File: config.mk
export PLATFORM = sky130hd
export DESIGN_NAME = pida_cell
export DESIGN_NICKNAME = d
export VERILOG_FILES = /design/src/rtl/pida_pkg.sv /design/src/rtl/pida_cell.sv
export SDC_FILE = /design/constraint.sdc
export NUM_CORES = 1
export LEC_CHECK = 0
export ABC_AREA = 1
export BUFFER_PORTS_ARGS = -buffer_cell sky130_fd_sc_hd__clkbuf_2
export CAP_MARGIN = 20
export CORE_ASPECT_RATIO = 0.5
export CORE_MARGIN = 4
export CORE_UTILIZATION = 26
export CTS_BUF_LIST = sky130_fd_sc_hd__clkbuf_4 sky130_fd_sc_hd__clkbuf_8 sky130_fd_sc_hd__clkbuf_16
export DETAILED_ROUTE_END_ITERATION = 10
export HOLD_SLACK_MARGIN = 0.08
export PLACE_DENSITY = 0.52
export SLEW_MARGIN = 20
export SYNTH_ARGS = -nofsm -noshare
export SYNTH_HDL_FRONTEND = slang
export SYNTH_SLANG_ARGS = --single-unit
export TNS_END_PERCENT = 1
File: constraint.sdc
create_clock -name clk_i -period 2.2 [get_ports clk_i]
set_input_delay 0.22 -clock clk_i [delete_from_list [all_inputs] [get_ports clk_i]]
set_output_delay 0.22 -clock clk_i [all_outputs]
set_load 0.01 [all_outputs]
File: src/rtl/pida_pkg.sv
// Package for the positional insert/delete array.
// Holds the item structs, the command and status codes and the cell control type.
// No dependencies.
`default_nettype none

package pida_pkg;

  localparam int unsigned DEPTH_DEFAULT = 64;
  localparam int unsigned DATA_W        = 32;
  localparam int unsigned POS_W         = 7;
  localparam int unsigned COUNT_W       = 7;

  typedef enum logic [1:0] {
    CMD_READ   = 2'd0,
    CMD_INSERT = 2'd1,
    CMD_DELETE = 2'd2,
    CMD_UPDATE = 2'd3
  } cmd_e;

  typedef enum logic [1:0] {
    ST_DONE   = 2'd0,
    ST_FULL   = 2'd1,
    ST_EMPTY  = 2'd2,
    ST_BADPOS = 2'd3
  } status_e;

  typedef enum logic [1:0] {
    OP_NONE   = 2'd0,
    OP_INSERT = 2'd1,
    OP_DELETE = 2'd2,
    OP_UPDATE = 2'd3
  } cell_op_e;

  typedef struct packed {
    cmd_e                      cmd;
    logic [POS_W-1:0]          position;
    logic signed [DATA_W-1:0]  value;
  } req_t;

  typedef struct packed {
    status_e                   status;
    logic signed [DATA_W-1:0]  read_data;
    logic [COUNT_W-1:0]        count;
  } rsp_t;

  typedef struct packed {
    cell_op_e                  op;
    logic [POS_W-1:0]          position;
    logic signed [DATA_W-1:0]  value;
  } cell_ctrl_t;

  typedef struct packed {
    status_e                   status;
    logic                      rd_en;
  } ctrl_info_t;

endpackage

`default_nettype wire

File: src/rtl/pida_cell.sv
// One storage cell of the array chain, holding a single entry.
// Takes its neighbor's entry on a shift, or the new word on insert or update.
// Depends on pida_pkg.
`default_nettype none

module pida_cell
  import pida_pkg::*;
#(
  parameter int unsigned Depth = DEPTH_DEFAULT,
  parameter int unsigned Index = 0
) (
  input  wire logic                            clk_i,
  input  wire cell_ctrl_t                      ctrl_i,
  input  wire logic [$clog2(Depth+1)-1:0]      cnt_i,
  input  wire logic signed [DATA_W-1:0]        prev_i,
  input  wire logic signed [DATA_W-1:0]        next_i,
  output logic signed [DATA_W-1:0]             data_o,
  output logic                                 hit_o
);

  localparam int unsigned CntW = $clog2(Depth + 1);
  localparam int unsigned CmpW = (CntW > POS_W) ? CntW : POS_W;

  logic [CmpW-1:0]            idx;
  logic [CmpW-1:0]            pos;
  logic [CmpW-1:0]            cnt;
  logic signed [DATA_W-1:0]   entry_d;
  logic signed [DATA_W-1:0]   entry_q;

  assign idx = CmpW'(Index);
  assign pos = CmpW'(ctrl_i.position);
  assign cnt = CmpW'(cnt_i);

  always_comb begin
    entry_d = entry_q;
    unique case (ctrl_i.op)
      OP_NONE: begin
        entry_d = entry_q;
      end
      OP_INSERT: begin
        if (idx == pos) begin
          entry_d = ctrl_i.value;
        end else if ((idx > pos) && (idx <= cnt)) begin
          entry_d = prev_i;
        end
      end
      OP_DELETE: begin
        if ((idx >= pos) && ((idx + CmpW'(1)) < cnt)) begin
          entry_d = next_i;
        end
      end
      OP_UPDATE: begin
        if (idx == pos) begin
          entry_d = ctrl_i.value;
        end
      end
      default: begin
        entry_d = entry_q;
      end
    endcase
  end

  always_ff @(posedge clk_i) begin
    entry_q <= entry_d;
  end

  assign data_o = entry_q;
  assign hit_o  = (idx == pos);

endmodule

`default_nettype wire

==> out/metrics.csv <==
metric,value,unit
outcome,"complete, no violations",
preCtsSetupSlack,0.5491,ns
wl_per_cell,13.00,um
yosys.area_share.xor_xnor,0,
gr-usage-all-layers,0.1416,
start_util,0.2703,
maxCapViolCount,0,
via_per_inst,4.254,
ys_ff_latch,32,
start_kind,input pin,
ctsLongestPathBuffers,2,
grt_pass1_wl,13.22,mm
ys_types,19,
firstDrtPassIters,4,
finalPower,1.686,mW
ys_warn_count,0,
dp_hpwl,6.366,mm
num_io_pins,146,
ys_top_cells_by_area,"edfxtp_1 (37%), nand3_1 (19%), inv_1 (15%)",
relSlewSlack,0.7327,
finalSetupViolCount,0,
leakage,1.852,nW
synth_top_area_frac,0.3714,
synth_top_area_cell,edfxtp_1,
overflow,0,
clock_sinks,32,
num_antenna_cells,0,
largest_reg_flops,32,
port_buffers,144,
ys_seq_area_frac,0.3714,
fin_nets,619,
cts_tree,done,
drtIter0Drc,137,
required,2.16,ns
period_needed,1.342,ns
drc_errors,0,
grt_max_degree,34,
p_per_area,478.8,nW/um2
whs,0.3229,ns
syn2layout_area_growth,36.12,%
synth_top_family_by_area,simple AND/OR/NAND/NOR gates,
critical_path_class,in -> reg,
regArea,960.9,um2
yosys.area_share.adder,0,
synth_area_per_cell,7.050,um2
postCtsSetupRepairBufs,0,
vias,2731,
tns,0,ns
ctsResizeCount,0,
root_buffer,clkbuf_16,
min_path_type,in -> reg,
drive_gt1_frac,0.3452,
worstPathArrival,1.30,ns
fin_ws,0.8578,ns
syn-num-nets,480,
antenna_found_initial,0,
cts_buffers,5,
max_slew.worst_pin.slew,0.3995,ns
finalHoldViolCount,0,
end_kind,flip-flop,
multiInputGateArea,1026,um2
clk_pin_slew_worst_paths,0.05,ns
synth_compound_area_frac,0.1301,
netlist_area,2587,um2
rsz0062_at_grt,no,
rows,25,
synth.area.mux_share,0,
max_freq,0.7451,GHz
core,9572,um2
ant_nets,0,
wirelength,8.347,mm
dieWidth,149.1,um
htree_levels,2,
fill_cells,1066,
die_area,11710,um2
grt_pass1_vias,2707,
worstPathMaxFanout,33,
die_h,78.54,um
gp_congestion,0.8027,
hold_buffers,0,
synth_simple_gate_area_frac,0.2635,
synthCells,367,
post-route-period-util,0.6101,
vdd.ir_drop.worst,0.2951,mV
finalMaxSlewViolations,0,
-- layout make-up --
type                            count  area share
Tap cell                          135     0.04796
Timing Repair Buffer              157      0.2359
Clock buffer                        7     0.03979
Clock inverter                      1    0.001066
Multi-Input combinational cell    207      0.2913
Inverter                          103      0.1112
Sequential cell                    32      0.2728
-- synth_stat cells (all sizes together) --
library cell	n
nor2	7
clkbuf	1
clkinv	1
edfxtp	32
nand3	97
inv	102
o21ai	64
nand2	38
a21oi	1
buf	24
-- metrics by stage --
stage / cells / util / area, um2
finish: 642 / 0.3680 / 3522
global route: 642 / 0.3680 / 3522
CTS: 642 / 0.3680 / 3522
detailed placement: 634 / 0.3529 / 3378
global placement: 634 / 0.3529 / 3378
floorplan: 367 / - / 2587
-- cells by family (layout without fill, tap and decap cells) --
logic type	count (synthesis)	after routing
simple gates	142	142
compound gates	65	65
flops	32	32
buf+inv	128	268
-- cells in the final DEF (no fill, tap or decap), drive strengths merged --
cell,instances
o21ai,64
nand3,97
a21oi,1
clkbuf,151
nor2,7
buf,13
inv,102
edfxtp,32
nand2,38
clkinv,2
-- path summary, 6_finish.rpt --
check                  start  cells after the start  slack (ns)                    to
setup / recovery  ctrl_i[35]                      7        0.86   data_o[2]$_DFFE_PP_
hold / removal    prev_i[22]                      5        0.32  data_o[22]$_DFFE_PP_
-- worst max-delay path, stage by stage --
cell and delay [ns]:
clkbuf_2 0.08, nor2_2 0.14, nand2_4 0.07, clkinv_4 0.21, nand2_1 0.15, a21oi_4 0.14, buf_4 0.26
-- power breakdown --
group	switching (mW)	internal, mW
Combinational	0.180	0.147
Clock	0.234	0.440
Sequential	0.000868	0.683
-- layer usage --
layer / wire (um) / vias to the layer above / global-route usage
met5: 0 / - / 0
met4: 85 / 0 / 0.03470
met3: 627 / 8 / 0.03864
met2: 3992 / 94 / 0.2334
met1: 3642 / 1179 / 0.1849
li1: - / 1450 / -
Power figures use the tool's default switching activity.
