===== src/rtl/pida_pkg.sv =====
// Package for the positional insert/delete array.
// Holds the item structs, the command and status codes and the cell control type.
// No dependencies.
`default_nettype none

package pida_pkg;

  localparam int unsigned DEPTH_DEFAULT = 64;
  localparam int unsigned DATA_W        = 32;
  localparam int unsigned POS_W         = 7;
  localparam int unsigned COUNT_W       = 7;

  typedef enum logic [1:0] {
    CMD_READ   = 2'd0,
    CMD_INSERT = 2'd1,
    CMD_DELETE = 2'd2,
    CMD_UPDATE = 2'd3
  } cmd_e;

  typedef enum logic [1:0] {
    ST_DONE   = 2'd0,
    ST_FULL   = 2'd1,
    ST_EMPTY  = 2'd2,
    ST_BADPOS = 2'd3
  } status_e;

  typedef enum logic [1:0] {
    OP_NONE   = 2'd0,
    OP_INSERT = 2'd1,
    OP_DELETE = 2'd2,
    OP_UPDATE = 2'd3
  } cell_op_e;

  typedef struct packed {
    cmd_e                      cmd;
    logic [POS_W-1:0]          position;
    logic signed [DATA_W-1:0]  value;
  } req_t;

  typedef struct packed {
    status_e                   status;
    logic signed [DATA_W-1:0]  read_data;
    logic [COUNT_W-1:0]        count;
  } rsp_t;

  typedef struct packed {
    cell_op_e                  op;
    logic [POS_W-1:0]          position;
    logic signed [DATA_W-1:0]  value;
  } cell_ctrl_t;

  typedef struct packed {
    status_e                   status;
    logic                      rd_en;
  } ctrl_info_t;

endpackage

`default_nettype wire


===== src/rtl/pida_ctrl.sv =====
// Request decoder and entry counter for the array chain.
// Checks each item against the count and drives the cell control broadcast.
// Depends on pida_pkg.
`default_nettype none

module pida_ctrl
  import pida_pkg::*;
#(
  parameter int unsigned Depth = DEPTH_DEFAULT
) (
  input  wire logic                          clk_i,
  input  wire logic                          rst_ni,
  input  wire logic                          accept_i,
  input  wire req_t                          req_i,
  output cell_ctrl_t                         cell_ctrl_o,
  output ctrl_info_t                         info_o,
  output logic [$clog2(Depth+1)-1:0]         cnt_o,
  output logic [$clog2(Depth+1)-1:0]         cnt_next_o
);

  localparam int unsigned CntW = $clog2(Depth + 1);
  localparam int unsigned CmpW = (CntW > POS_W) ? CntW : POS_W;

  logic [CntW-1:0] cnt_d;
  logic [CntW-1:0] cnt_q;
  logic [CmpW-1:0] pos_x;
  logic [CmpW-1:0] cnt_x;
  status_e         status;
  cell_op_e        op;

  assign pos_x = CmpW'(req_i.position);
  assign cnt_x = CmpW'(cnt_q);

  always_comb begin
    status = ST_DONE;
    if (req_i.cmd == CMD_INSERT) begin
      if (cnt_q == CntW'(Depth)) begin
        status = ST_FULL;
      end else if (pos_x > cnt_x) begin
        status = ST_BADPOS;
      end
    end else begin
      if (cnt_q == '0) begin
        status = ST_EMPTY;
      end else if (pos_x >= cnt_x) begin
        status = ST_BADPOS;
      end
    end
  end

  always_comb begin
    op    = OP_NONE;
    cnt_d = cnt_q;
    if (accept_i && (status == ST_DONE)) begin
      unique case (req_i.cmd)
        CMD_READ: begin
          op = OP_NONE;
        end
        CMD_INSERT: begin
          op    = OP_INSERT;
          cnt_d = cnt_q + CntW'(1);
        end
        CMD_DELETE: begin
          op    = OP_DELETE;
          cnt_d = cnt_q - CntW'(1);
        end
        CMD_UPDATE: begin
          op = OP_UPDATE;
        end
        default: begin
          op = OP_NONE;
        end
      endcase
    end
  end

  always_ff @(posedge clk_i or negedge rst_ni) begin
    if (!rst_ni) begin
      cnt_q <= '0;
    end else begin
      cnt_q <= cnt_d;
    end
  end

  assign cell_ctrl_o.op       = op;
  assign cell_ctrl_o.position = req_i.position;
  assign cell_ctrl_o.value    = req_i.value;
  assign info_o.status        = status;
  assign info_o.rd_en         = (status == ST_DONE) &&
                                ((req_i.cmd == CMD_READ) || (req_i.cmd == CMD_UPDATE));
  assign cnt_o                = cnt_q;
  assign cnt_next_o           = cnt_d;

endmodule

`default_nettype wire


===== config.mk =====
export PLATFORM = sky130hd
export DESIGN_NAME = pida_ctrl
export DESIGN_NICKNAME = d
export VERILOG_FILES = /design/src/rtl/pida_pkg.sv /design/src/rtl/pida_ctrl.sv
export SDC_FILE = /design/constraint.sdc
export NUM_CORES = 1
export LEC_CHECK = 0
export ABC_AREA = 1
export BUFFER_PORTS_ARGS = -buffer_cell sky130_fd_sc_hd__buf_2
export CAP_MARGIN = 20
export CORE_ASPECT_RATIO = 0.7
export CORE_UTILIZATION = 44
export CTS_BUF_LIST = sky130_fd_sc_hd__clkbuf_8 sky130_fd_sc_hd__clkbuf_16
export DETAILED_ROUTE_END_ITERATION = 8
export GPL_TIMING_DRIVEN = 0
export PLACE_DENSITY = 0.91
export SYNTH_ARGS = -nofsm -noshare
export SYNTH_HDL_FRONTEND = slang
export SYNTH_SLANG_ARGS = --single-unit

===== constraint.sdc =====
create_clock -name clk_i -period 5.7 [get_ports clk_i]
set_input_delay 1.14 -clock clk_i [delete_from_list [all_inputs] [get_ports clk_i]]
set_output_delay 1.14 -clock clk_i [all_outputs]
set_load 0.01 [all_outputs]

==> Flow_metrics.wiki, run 1 <==
{| class="wikitable"
! Metric !! Value
|-
| IR drop worst, VDD || about 0.29 mV
|-
| Clock transition at path regs || 40 ps
|-
| Number of CTS-inserted buffers || 3
|-
| Yosys reg bits || 7
|-
| Chip width || 68.2 microns
|-
| Data arrival time of the worst path || 3030 ps
|-
| ANT nets after route || 0
|-
| Post-CTS Setup Inserts || 0
|-
| Fraction of the core area covered by cells at the end of the flow || 0.622
|-
| Clock tree from TritonCTS || done
|-
| Sequential fraction of the synthesis area || 0.130
|-
| Power share of the sequential group || 0.172
|-
| Effective utilization at floorplan || 0.471
|-
| Clk sink count || 7
|-
| Pin count of the biggest net entering global routing || 11
|-
| Max cap viols || 0
|-
| Area growth syn-to-layout || 31.9%
|-
| Netlist cell types || 19
|-
| Launching instance or port of the critical path || req_i[39]
|-
| Largest buffer count on any clock path || 2
|-
| Via/cell ratio || 4.77
|-
| Capturing element type of the critical path || output port
|-
| Leakage power figure || about 1.1 nW
|-
| Total track usage || 0.200
|-
| Total of cells resized after clock tree synthesis || 0
|-
| Share of power burned in the clock network || 0.119
|-
| Number of global-route vias before repair || between 1000 and 1500
|-
| Max frequency || 0.240 GHz
|-
| Routability congestion estimate || ~0.85
|-
| Setup slack, reg-to-reg || 3610 ps
|-
| Run status || completed
|-
| Least-Margin Pin Slew || 341 ps
|-
| Global route overflow || 0
|-
| Endpoint of the worst hold-timing path || cnt_o[0]
|-
| Source-to-sink clock delay at the later pin of the worst-skew pair || 230 ps
|-
| Final count of pins violating max slew || 0
|-
| Total negative setup slack || 0 ps
|-
| Drt drc || 0
|-
| Fraction of power spent switching nets || 0.531
|-
| Final setup fails || 0
|-
| Count of input and output buffers || 68
|-
| Synth Area per Inst || 6.52 sq um
|-
| Data required time at the worst endpoint || roughly 4600 ps
|-
| Post-Synthesis Cells || 207
|-
| HPWL after detailed placement || 2690 microns
|-
| Row cnt || 16
|-
| Total nets after synthesis || 268
|-
| Total number of yosys warnings || 0
|-
| Detailed Routing Iterations Pass 1 || 4
|-
| Core area || 0.00286 sq mm
|-
| Depth of the worst register-to-register path || 11
|-
| Number of H-tree levels || 1
|-
| Tcrit/Tclk final || 0.732
|-
| Diodes inserted || 0
|-
| Final hold viol count || 0
|-
| Internal power contribution || 0.000290 W
|-
| Quantity of hold-fixing buffers added after cts || 0
|-
| Vert. Die Dim || 48.3 microns
|-
| Startpoint type of the worst setup path || input pin
|-
| Antenna violations before repair || 0
|-
| Setup skew after layout || around 2.6 ps
|-
| Worst R2R Start || cnt_o[6]
|-
| Per-cell routed wire length || 10.6 microns
|-
| Net switching power || about 0.00033 W
|-
| Number of top-level pins || 102
|-
| First-pass GRT wire length || 5070 microns
|-
| Category of the most critical setup path || in2out
|-
| Root cell of the clock tree || sky130_fd_sc_hd__clkbuf_8
|-
| Unrepaired setup endpoints after global routing || no
|-
| Overall die area || 0.00329 sq mm
|-
| Final wirelength || 3340 microns
|-
| Pwr per Cell Area || 347 mW/mm^2
|-
| Via total after detailed routing || 1504
|-
| Hold path cells || 2
|-
| Endpoint of the worst-slack reg-to-reg timing path || cnt_o[5]
|-
| Share of final-layout standard cells stronger than drive strength 1 || 0.416
|-
| HP Start || cnt_o[0]
|-
| Filler cells || roughly 270
|-
| Worst hold-check path type || reg2reg
|-
| Nets || between 300 and 400
|-
| Cell Area, Synth || 0.00135 sq mm
|-
| Worst-case headroom to the max-slew limit || 0.773
|-
| Number of DRC markers after the initial detailed-route iteration || 225
|-
| Gate power share || 0.710
|-
| Largest driver fanout on the critical path || 9
|-
| Number of flip-flops in the largest register || 7
|-
| Crit path time final || 4170 ps
|}
-- worst max path at each step --
| stage | to | slack, ps | cells past startpoint |
|---|---|---|---|
| after global routing | cnt_next_o[6] | 1390 | 15 |
| after CTS | cnt_next_o[4] | 1540 | 12 |
| after detailed placement | cnt_next_o[4] | 1550 | 12 |
| final | cnt_next_o[4] | 1530 | 12 |
| after floorplan | cnt_next_o[4] | 2010 | 10 |
| after global placement | cnt_next_o[4] | 1620 | 12 |
-- layout by cell type, fill, tap and decap left out, types with 2 or more instances in the layout --
cell type / instances
sky130_fd_sc_hd__nand3_1: 9
sky130_fd_sc_hd__nand3_4: 2
sky130_fd_sc_hd__buf_2: 69
sky130_fd_sc_hd__nand4_1: 11
sky130_fd_sc_hd__o21ai_0: 6
sky130_fd_sc_hd__nand2_1: 58
sky130_fd_sc_hd__ha_1: 16
sky130_fd_sc_hd__a21oi_1: 3
sky130_fd_sc_hd__clkbuf_8: 3
sky130_fd_sc_hd__nor2_1: 14
sky130_fd_sc_hd__nand3b_1: 2
sky130_fd_sc_hd__nor3_1: 2
sky130_fd_sc_hd__buf_4: 39
sky130_fd_sc_hd__inv_1: 33
sky130_fd_sc_hd__dfrtp_1: 7
-- power by group through the flow --
stage               logic, W  registers [W]  clock network (W)
floorplan           0.000297       0.000107                  0
global placement    0.000415       0.000105                  0
detailed placement  0.000429       0.000106                  0
CTS                 0.000437       0.000106          0.0000727
global route        0.000490       0.000111          0.0000758
finish              0.000438       0.000106          0.0000733
-- worst max-delay path, stage by stage --
cell                       delay [ps]
sky130_fd_sc_hd__buf_2            120
sky130_fd_sc_hd__inv_1             70
sky130_fd_sc_hd__ha_1             360
sky130_fd_sc_hd__inv_1            110
sky130_fd_sc_hd__fa_1             450
sky130_fd_sc_hd__nor2_1           160
sky130_fd_sc_hd__nor3_1            60
sky130_fd_sc_hd__nand3b_1         160
sky130_fd_sc_hd__nand2_1           80
sky130_fd_sc_hd__nand4_1          100
sky130_fd_sc_hd__nand2_1          100
sky130_fd_sc_hd__buf_2            130
-- metal layers --
metal,wire length [microns],GRT usage,up-vias,part of all wire
met5,0,0,-,0
met4,3,0.0313,0,0.00090
met3,303,0.0495,2,0.091
met2,1570,0.307,77,0.47
met1,1470,0.286,663,0.44
li1,-,-,762,-
-- cell families (layout without fill, tap and decap cells) --
group,Yosys count,after routing,synth area share
AND/OR/NAND/NOR,100,100,0.345
buffers and inverters,72,144,0.310
adder cells (fa/ha/maj),17,17,0.163
AO/OA/AOI/OAI,10,10,0.0455
flip-flops,7,7,0.130
XOR/XNOR,1,1,0.00649
-- cell type report --
cell class              instances  area (sq um)  share of cell area
inverters                      32           120              0.0675
clock buffers                   3          41.3              0.0232
well taps                      36          45.0              0.0253
clock inverters                 1          3.75             0.00211
plain buffers                  40           298               0.167
repair buffers                 68           340               0.191
multi-input cells             128           756               0.425
flip-flops and latches          7           175              0.0985
-- Yosys cell counts --
master / number / area share
sky130_fd_sc_hd__dfrtp_1: 7 / 0.13
sky130_fd_sc_hd__ha_1: 16 / 0.15
sky130_fd_sc_hd__nand4_1: 11 / 0.051
sky130_fd_sc_hd__a21oi_1: 3 / 0.011
sky130_fd_sc_hd__buf_2: 1 / 0.0037
sky130_fd_sc_hd__nor2_1: 14 / 0.039
sky130_fd_sc_hd__nor3_1: 2 / 0.0074
sky130_fd_sc_hd__o21ai_0: 6 / 0.022
sky130_fd_sc_hd__nand2_1: 58 / 0.16
sky130_fd_sc_hd__nand3_4: 2 / 0.026
sky130_fd_sc_hd__a21oi_4: 1 / 0.012
sky130_fd_sc_hd__nand2_4: 1 / 0.0083
sky130_fd_sc_hd__buf_4: 39 / 0.22
sky130_fd_sc_hd__fa_1: 1 / 0.015
sky130_fd_sc_hd__nand3b_1: 2 / 0.011
sky130_fd_sc_hd__xor2_1: 1 / 0.0065
sky130_fd_sc_hd__nor3_2: 1 / 0.0074
sky130_fd_sc_hd__nand3_1: 9 / 0.033
sky130_fd_sc_hd__inv_1: 32 / 0.089
-- metrics by stage --
stage	setup WS (ps)	total power, W	hold WS (ps)	instances	area [sq um]
2_1_floorplan	2010	0.000404	659	207	1350
3_3_place_gp	1620	0.000520	586	311	1730
3_5_place_dp	1550	0.000535	592	311	1730
4_1_cts	1540	0.000615	598	315	1780
5_1_grt	1390	0.000676	651	315	1780
6_report	1530	0.000618	607	315	1780
No activity file was read; power rests on OpenSTA's default activity.
==> run 2: changes to the inputs <==
--- a/config.mk
+++ b/config.mk
@@ -9,11 +9,11 @@
 export BUFFER_PORTS_ARGS = -buffer_cell sky130_fd_sc_hd__buf_2
 export CAP_MARGIN = 20
 export CORE_ASPECT_RATIO = 0.7
-export CORE_UTILIZATION = 44
+export CORE_UTILIZATION = 41
 export CTS_BUF_LIST = sky130_fd_sc_hd__clkbuf_8 sky130_fd_sc_hd__clkbuf_16
 export DETAILED_ROUTE_END_ITERATION = 8
 export GPL_TIMING_DRIVEN = 0
-export PLACE_DENSITY = 0.91
+export PLACE_DENSITY = 0.86
 export SYNTH_ARGS = -nofsm -noshare
 export SYNTH_HDL_FRONTEND = slang
 export SYNTH_SLANG_ARGS = --single-unit
==> constraint.sdc (replaced) <==
create_clock -name clk_i -period 3.9 [get_ports clk_i]
set_input_delay 0.78 -clock clk_i [delete_from_list [all_inputs] [get_ports clk_i]]
set_output_delay 0.78 -clock clk_i [all_outputs]
set_load 0.01 [all_outputs]
==> Flow_metrics.wiki, run 2 (synthesis gave the netlist of run 1 again) <==
{| class="wikitable"
! Metric !! Value
|-
| Setup slack, reg-to-reg || 1840 ps (-1770 ps)
|-
| Data arrival time of the worst path || 2630 ps (-400 ps)
|-
| Endpoint of the worst-slack reg-to-reg timing path || cnt_o[5]
|-
| IR drop worst, VDD || 0.307 mV (+6.8%)
|-
| Gate power share || 0.708 (-0.002)
|-
| HPWL after detailed placement || 2690 microns (+0.27%)
|-
| Quantity of hold-fixing buffers added after cts || 0 (unchanged)
|-
| Number of flip-flops in the largest register || 7 (unchanged)
|-
| Via/cell ratio || 4.52 (-5.3%)
|-
| Nets || 341 (unchanged)
|-
| Pin count of the biggest net entering global routing || 11 (unchanged)
|-
| Capturing element type of the critical path || output port
|-
| Pre-CTS setup slack || 515 ps (-1030 ps)
|-
| Total of cells resized after clock tree synthesis || 0 (unchanged)
|-
| Non-filler instance count after layout || 317 (+0.63%)
|-
| Category of the most critical setup path || in2out
|-
| Source-to-sink clock delay at the later pin of the worst-skew pair || 230 ps (about the same)
|-
| Area growth syn-to-layout || 32.1%
|-
| Per-cell routed wire length || 9.85 microns (-7.2%)
|-
| Leading cell type in the layout, fill and taps excluded || sky130_fd_sc_hd__buf_2
|-
| Net switching power || 0.000464 W (+42%)
|-
| Number of global-route vias before repair || 1101 (-1.7%)
|-
| Worst R2R Start || cnt_o[6]
|-
| Final wirelength || 3120 microns (-6.6%)
|-
| Number of top-level pins || 102 (unchanged)
|-
| Least-Margin Pin Slew || 338 ps (-2.98 ps)
|-
| First-pass GRT wire length || 4890 microns (-3.5%)
|-
| Detailed Routing Iterations Pass 1 || 9 (+5)
|-
| Crit path time final || 3410 ps
|-
| Crit path cell chain || buf_2 > inv_1 > ha_1 > inv_1 > fa_1 > nor2_1 > nor3_1 > nand3b_1 > nand2_1 > nand4_1 > nand2_1 > buf_2
|-
| Startpoint type of the worst setup path || input pin
|-
| Final setup fails || 0 (unchanged)
|-
| Fraction of power spent switching nets || 0.525 (-0.00635)
|-
| Antenna violations before repair || 0 (unchanged)
|-
| Max cap viols || 0 (unchanged)
|-
| CP peak stage delay || 440 ps (about the same)
|-
| Drt drc || 8 (+8)
|-
| Cell type of the slowest stage on the worst timing path || sky130_fd_sc_hd__fa_1
|-
| Core area || 0.00315 sq mm (+10%)
|-
| Leakage power figure || 1.13 nW (unchanged)
|-
| Worst hold-check path type || in2async
|-
| Share of final-layout standard cells stronger than drive strength 1 || 0.416 (unchanged)
|-
| ANT nets after route || 0 (unchanged)
|-
| Worst-case headroom to the max-slew limit || 0.775 (+0.00199)
|-
| Overall die area || 0.00353 sq mm (+7.0%)
|-
| Share of power burned in the clock network || 0.118 (about the same)
|-
| Internal power contribution || 0.000420 W (+45%)
|-
| Count of input and output buffers || 68 (unchanged)
|-
| Violations in the final reports || DRC
|-
| Setup skew after layout || 4.72 ps (+2.13 ps)
|-
| Setup WS post-layout || 494 ps (-1040 ps)
|-
| Total track usage || 0.173 (-0.0275)
|-
| Total negative setup slack || 0 ps (unchanged)
|-
| Critical path depth in cells || 12 (unchanged)
|-
| Root cell of the clock tree || sky130_fd_sc_hd__clkbuf_8
|-
| Routability congestion estimate || 0.818 (-3.8%)
|-
| Post-CTS Setup Inserts || 0 (unchanged)
|-
| Number of DRC markers after the initial detailed-route iteration || 74 (-67%)
|-
| Number of H-tree levels || 1 (unchanged)
|-
| Commonest cells after routing, fill and taps aside || sky130_fd_sc_hd__buf_2 (69), sky130_fd_sc_hd__nand2_1 (58), sky130_fd_sc_hd__buf_4 (39), sky130_fd_sc_hd__inv_1 (33), sky130_fd_sc_hd__ha_1 (16)
|-
| Unrepaired setup endpoints after global routing || no
|-
| Number of CTS-inserted buffers || 3 (unchanged)
|-
| Largest buffer count on any clock path || 2 (unchanged)
|-
| Data required time at the worst endpoint || 3120 ps (-1440 ps)
|-
| Chip width || 70.6 microns (+3.5%)
|-
| Row cnt || 17 (+1)
|-
| Vert. Die Dim || 50.0 microns (+3.4%)
|-
| Final count of pins violating max slew || 0 (unchanged)
|-
| Clock tree from TritonCTS || done
|-
| Effective utilization at floorplan || 0.428 (-0.0427)
|-
| Final hold viol count || 0 (unchanged)
|-
| Clock transition at path regs || 50 ps (about the same)
|-
| Combined buffer and inverter count along the critical path || 4 (unchanged)
|-
| Tcrit/Tclk final || 0.873
|-
| Family with the most delay on the worst path || adder cells
|-
| Pwr per Cell Area || 497 mW/mm^2 (+43%)
|-
| Power after layout || 0.000885 W (+43%)
|-
| Max frequency || 0.294 GHz
|-
| WHS || 387 ps (-220 ps)
|-
| Global route overflow || 0 (unchanged)
|-
| Clk sink count || 7 (unchanged)
|-
| Run status || complete, but fails checks
|-
| Largest driver fanout on the critical path || 9 (unchanged)
|-
| Power share of the sequential group || 0.174 (+0.002)
|-
| Depth of the worst register-to-register path || 11 (unchanged)
|-
| Via total after detailed routing || 1433 (-4.7%)
|-
| Placed Cells incl. Taps || 313 (+0.64%)
|-
| Diodes inserted || 0 (unchanged)
|}
run 2: cell counts in the layout (fill, tap and decap cells not counted):
Identical to the previous run, type by type.
run 2: layer usage:
layer  global-route usage  up-vias  wire (microns)
met5                    0        -               0
met4                    0        0               0
met3               0.0450        0             278
met2                0.270       61            1380
met1                0.253      612            1470
li1                     -      760               -
run 2: final cells by class:
class / instances / area (sq um)
Timing Repair Buffer: 68 / 340
Fill cell: 306 / 1370
Sequential cell: 7 / 175
Inverter: 32 / 120
Clock buffer: 3 / 41.3
Multi-Input combinational cell: 128 / 756
Tap cell: 38 / 47.5
Buffer: 40 / 298
Clock inverter: 1 / 3.75
run 2: how the worst max path moves through the flow:
| stage | from | to |
|---|---|---|
| floorplan | req_i[39] | cnt_next_o[4] |
| global placement | req_i[39] | cnt_next_o[4] |
| detailed placement | req_i[39] | cnt_next_o[4] |
| CTS | req_i[39] | cnt_next_o[4] |
| global route | req_i[39] | cnt_next_o[6] |
| finish | req_i[39] | cnt_next_o[4] |
run 2: per-stage QoR:
stage / utilization / area [sq um]
floorplan: - / 1350
global placement: 0.552 / 1740
detailed placement: 0.552 / 1740
CTS: 0.566 / 1780
global route: 0.566 / 1780
finish: 0.566 / 1780
run 2: worst register-to-register path: stages, from the launching register on:
cell                      delay [ps]
sky130_fd_sc_hd__dfrtp_1         460
sky130_fd_sc_hd__inv_1            90
sky130_fd_sc_hd__ha_1            300
sky130_fd_sc_hd__nand2_1          80
sky130_fd_sc_hd__nor2_1          150
sky130_fd_sc_hd__nand3_1         150
sky130_fd_sc_hd__nand2_1         130
sky130_fd_sc_hd__nand3_1         120
sky130_fd_sc_hd__nand2_4         170
sky130_fd_sc_hd__nand3_4         140
sky130_fd_sc_hd__nand2_1          90
sky130_fd_sc_hd__nand2_1          70
run 2: power groups by stage:
stage | sequential (W) | clock, W | combinational, W
after floorplan | 0.000156 | 0 | 0.000434
after global placement | 0.000156 | 0 | 0.000606
after detailed placement | 0.000155 | 0 | 0.000626
after CTS | 0.000154 | 0.000106 | 0.000628
after global routing | 0.000161 | 0.000110 | 0.000710
final | 0.000154 | 0.000104 | 0.000626
==> run 3: changes to the inputs <==
--- a/config.mk
+++ b/config.mk
@@ -8,9 +8,11 @@
 export ABC_AREA = 1
 export BUFFER_PORTS_ARGS = -buffer_cell sky130_fd_sc_hd__buf_2
 export CAP_MARGIN = 20
+export CELL_PAD_IN_SITES_DETAIL_PLACEMENT = 1
+export CELL_PAD_IN_SITES_GLOBAL_PLACEMENT = 1
 export CORE_ASPECT_RATIO = 0.7
-export CORE_UTILIZATION = 41
-export CTS_BUF_LIST = sky130_fd_sc_hd__clkbuf_8 sky130_fd_sc_hd__clkbuf_16
+export CORE_UTILIZATION = 26
+export CTS_BUF_LIST = sky130_fd_sc_hd__clkbuf_4 sky130_fd_sc_hd__clkbuf_8 sky130_fd_sc_hd__clkbuf_16
 export DETAILED_ROUTE_END_ITERATION = 8
 export GPL_TIMING_DRIVEN = 0
 export PLACE_DENSITY = 0.86
==> Flow_metrics.wiki, run 3 (synthesis gave the netlist of run 1 again) <==
{| class="wikitable"
! Metric !! Value
|-
| Capturing element type of the critical path || output port
|-
| Area of the multi-input gates || 756 sq um (unchanged)
|-
| Depth of the worst register-to-register path || 11 (unchanged)
|-
| Total of cells resized after clock tree synthesis || 0 (unchanged)
|-
| Area occupied by registers || 175 sq um (unchanged)
|-
| Least-Margin Pin Slew || 360 ps (+22.0 ps)
|-
| Drt drc || 0 (-8)
|-
| Count of input and output buffers || 68 (unchanged)
|-
| Category of the most critical setup path || in2out
|-
| Source-to-sink clock delay at the later pin of the worst-skew pair || 230 ps (about the same)
|-
| HPWL after detailed placement || 3420 microns (+27%)
|-
| Number of DRC markers after the initial detailed-route iteration || 63 (-15%)
|-
| Diodes inserted || 0 (unchanged)
|-
| Per-cell routed wire length || 11.2 microns (+13%)
|-
| Number of top-level pins || 102 (unchanged)
|-
| Number of flip-flops in the largest register || 7 (unchanged)
|-
| Routability congestion estimate || 0.793 (-3.1%)
|-
| Clock transition at path regs || 40 ps (about the same)
|-
| Setup slack, reg-to-reg || 1820 ps (-20 ps)
|-
| Via total after detailed routing || 1506 (+5.1%)
|-
| Via/cell ratio || 4.33 (-4.3%)
|-
| Quantity of hold-fixing buffers added after cts || 0 (unchanged)
|-
| Area growth syn-to-layout || 35.3%
|-
| Share of final-layout standard cells stronger than drive strength 1 || 0.419 (+0.00358)
|-
| Max cap viols || 0 (unchanged)
|-
| Run status || completed
|-
| Final setup fails || 0 (unchanged)
|-
| Number of CTS-inserted buffers || 3 (unchanged)
|-
| First-pass GRT wire length || 6600 microns (+35%)
|-
| Detailed Routing Iterations Pass 1 || 4 (-5)
|-
| Crit path time final || 3450 ps (+42.7 ps)
|-
| Setup skew after layout || 3.47 ps (-1.25 ps)
|-
| Global-route met3 utilization || 0.0306 (-0.0144)
|-
| Setup WS post-layout || 451 ps (-42.7 ps)
|-
| Filler cells || 684 (+120%)
|-
| Total track usage || 0.150 (-0.0234)
|-
| Max frequency || 0.290 GHz (-1.2%)
|-
| Total negative setup slack || 0 ps (unchanged)
|-
| Pwr per Cell Area || 503 mW/mm^2 (+1.4%)
|-
| Largest driver fanout on the critical path || 9 (unchanged)
|-
| Final wirelength || 3890 microns (+24%)
|-
| Worst hold-check path type || in2async
|-
| Clk sink count || 7 (unchanged)
|-
| ANT nets after route || 0 (unchanged)
|-
| Antenna violations before repair || 0 (unchanged)
|-
| Startpoint type of the worst setup path || input pin
|-
| Commonest cells after routing, fill and taps aside || sky130_fd_sc_hd__buf_2 (69), sky130_fd_sc_hd__nand2_1 (58), sky130_fd_sc_hd__buf_4 (39), sky130_fd_sc_hd__inv_1 (32), sky130_fd_sc_hd__ha_1 (16)
|-
| Number of global-route vias before repair || 1433 (+30%)
|-
| Overall die area || 0.00548 sq mm (+56%)
|-
| Global route overflow || 0 (unchanged)
|-
| Final hold viol count || 0 (unchanged)
|-
| Pre-CTS setup slack || 430 ps (-84.8 ps)
|-
| Nets || 341 (unchanged)
|-
| Unrepaired setup endpoints after global routing || no
|-
| Core area || 0.00489 sq mm (+55%)
|-
| Leading cell type in the layout, fill and taps excluded || sky130_fd_sc_hd__buf_2
|-
| Row cnt || 21 (+4)
|-
| Worst-case headroom to the max-slew limit || 0.760 (-0.0147)
|-
| Post-CTS Setup Inserts || 0 (unchanged)
|-
| Global-route met2 utilization || 0.247 (-0.0231)
|-
| Final count of pins violating max slew || 0 (unchanged)
|-
| Worst R2R Start || cnt_o[6]
|-
| Root cell of the clock tree || sky130_fd_sc_hd__clkbuf_8
|-
| Tcrit/Tclk final || 0.884 (+0.0110)
|-
| IR drop worst, VDD || 0.245 mV (-20%)
|-
| Global routing met1 resource utilization || 0.210 (-0.0432)
|-
| Pin count of the biggest net entering global routing || 11 (unchanged)
|-
| Endpoint of the worst-slack reg-to-reg timing path || cnt_o[6]
|-
| Effective utilization at floorplan || 0.276 (-0.152)
|-
| Most used routing layer in global routing || met2
|-
| Vert. Die Dim || 62.3 microns (+25%)
|-
| Data arrival time of the worst path || 2670 ps (+40 ps)
|-
| Data required time at the worst endpoint || 3120 ps (about the same)
|-
| Number of H-tree levels || 1 (unchanged)
|-
| Chip width || 88.1 microns (+25%)
|-
| Clock tree from TritonCTS || done
|-
| Largest buffer count on any clock path || 2 (unchanged)
|-
| Leakage power figure || 1.13 nW (about the same)
|}
-- run 3: cell types whose count changed in the layout (fill, tap and decap cells not counted), sizes merged --
cell	delta
clkbuf	+1
inv	-1
-- run 3: critical path, stage by stage --
cell and delay, ps:
sky130_fd_sc_hd__buf_2 120, sky130_fd_sc_hd__inv_1 70, sky130_fd_sc_hd__ha_1 370, sky130_fd_sc_hd__inv_1 100
sky130_fd_sc_hd__fa_1 450, sky130_fd_sc_hd__nor2_1 160, sky130_fd_sc_hd__nor3_1 60, sky130_fd_sc_hd__nand3b_1 150
sky130_fd_sc_hd__nand2_1 70, sky130_fd_sc_hd__nand4_1 100, sky130_fd_sc_hd__nand2_1 100, sky130_fd_sc_hd__buf_2 130
-- run 3: per-stage QoR --
step           instances  hold WS, ps  utilization  instance area [sq um]  total power, W
5_1_grt              348          388        0.373                   1820         0.00103
6_report             348          382        0.373                   1820        0.000918
2_1_floorplan        207          484            -                   1350        0.000590
3_5_place_dp         344          605        0.363                   1780        0.000810
3_3_place_gp         344          602        0.363                   1780        0.000780
4_1_cts              348          384        0.373                   1820        0.000927
-- run 3: worst max-delay path by stage --
stage               from             to
3_5_place_dp   req_i[39]  cnt_next_o[6]
6_report       req_i[39]  cnt_next_o[4]
4_1_cts        req_i[39]  cnt_next_o[6]
2_1_floorplan  req_i[39]  cnt_next_o[4]
3_3_place_gp   req_i[39]  cnt_next_o[6]
5_1_grt        req_i[39]  cnt_next_o[6]
-- run 3: routing by layer --
| metal | part of all wire | vias up |
|---|---|---|
| met3 | 0.065 | 0 |
| met5 | 0 | - |
| met4 | 0 | 0 |
| li1 | - | 760 |
| met1 | 0.46 | 695 |
| met2 | 0.47 | 51 |
-- run 3: report_power, final --
| part | total [W] | switching (W) | internal (W) |
|---|---|---|---|
| Combinational | 0.000652 | 0.000399 | 0.000253 |
| Sequential | 0.000156 | 0.0000537 | 0.000103 |
| Clock | 0.000110 | 0.0000322 | 0.0000777 |
| Total | 0.000918 | 0.000485 | 0.000433 |
-- run 3: area by class of cell --
type	count	share of cell area
clock buffers	4	0.0267
inverters	32	0.0658
multi-input cells	128	0.414
plain buffers	40	0.163
well taps	69	0.0473
flip-flops and latches	7	0.0960
repair buffers	68	0.187
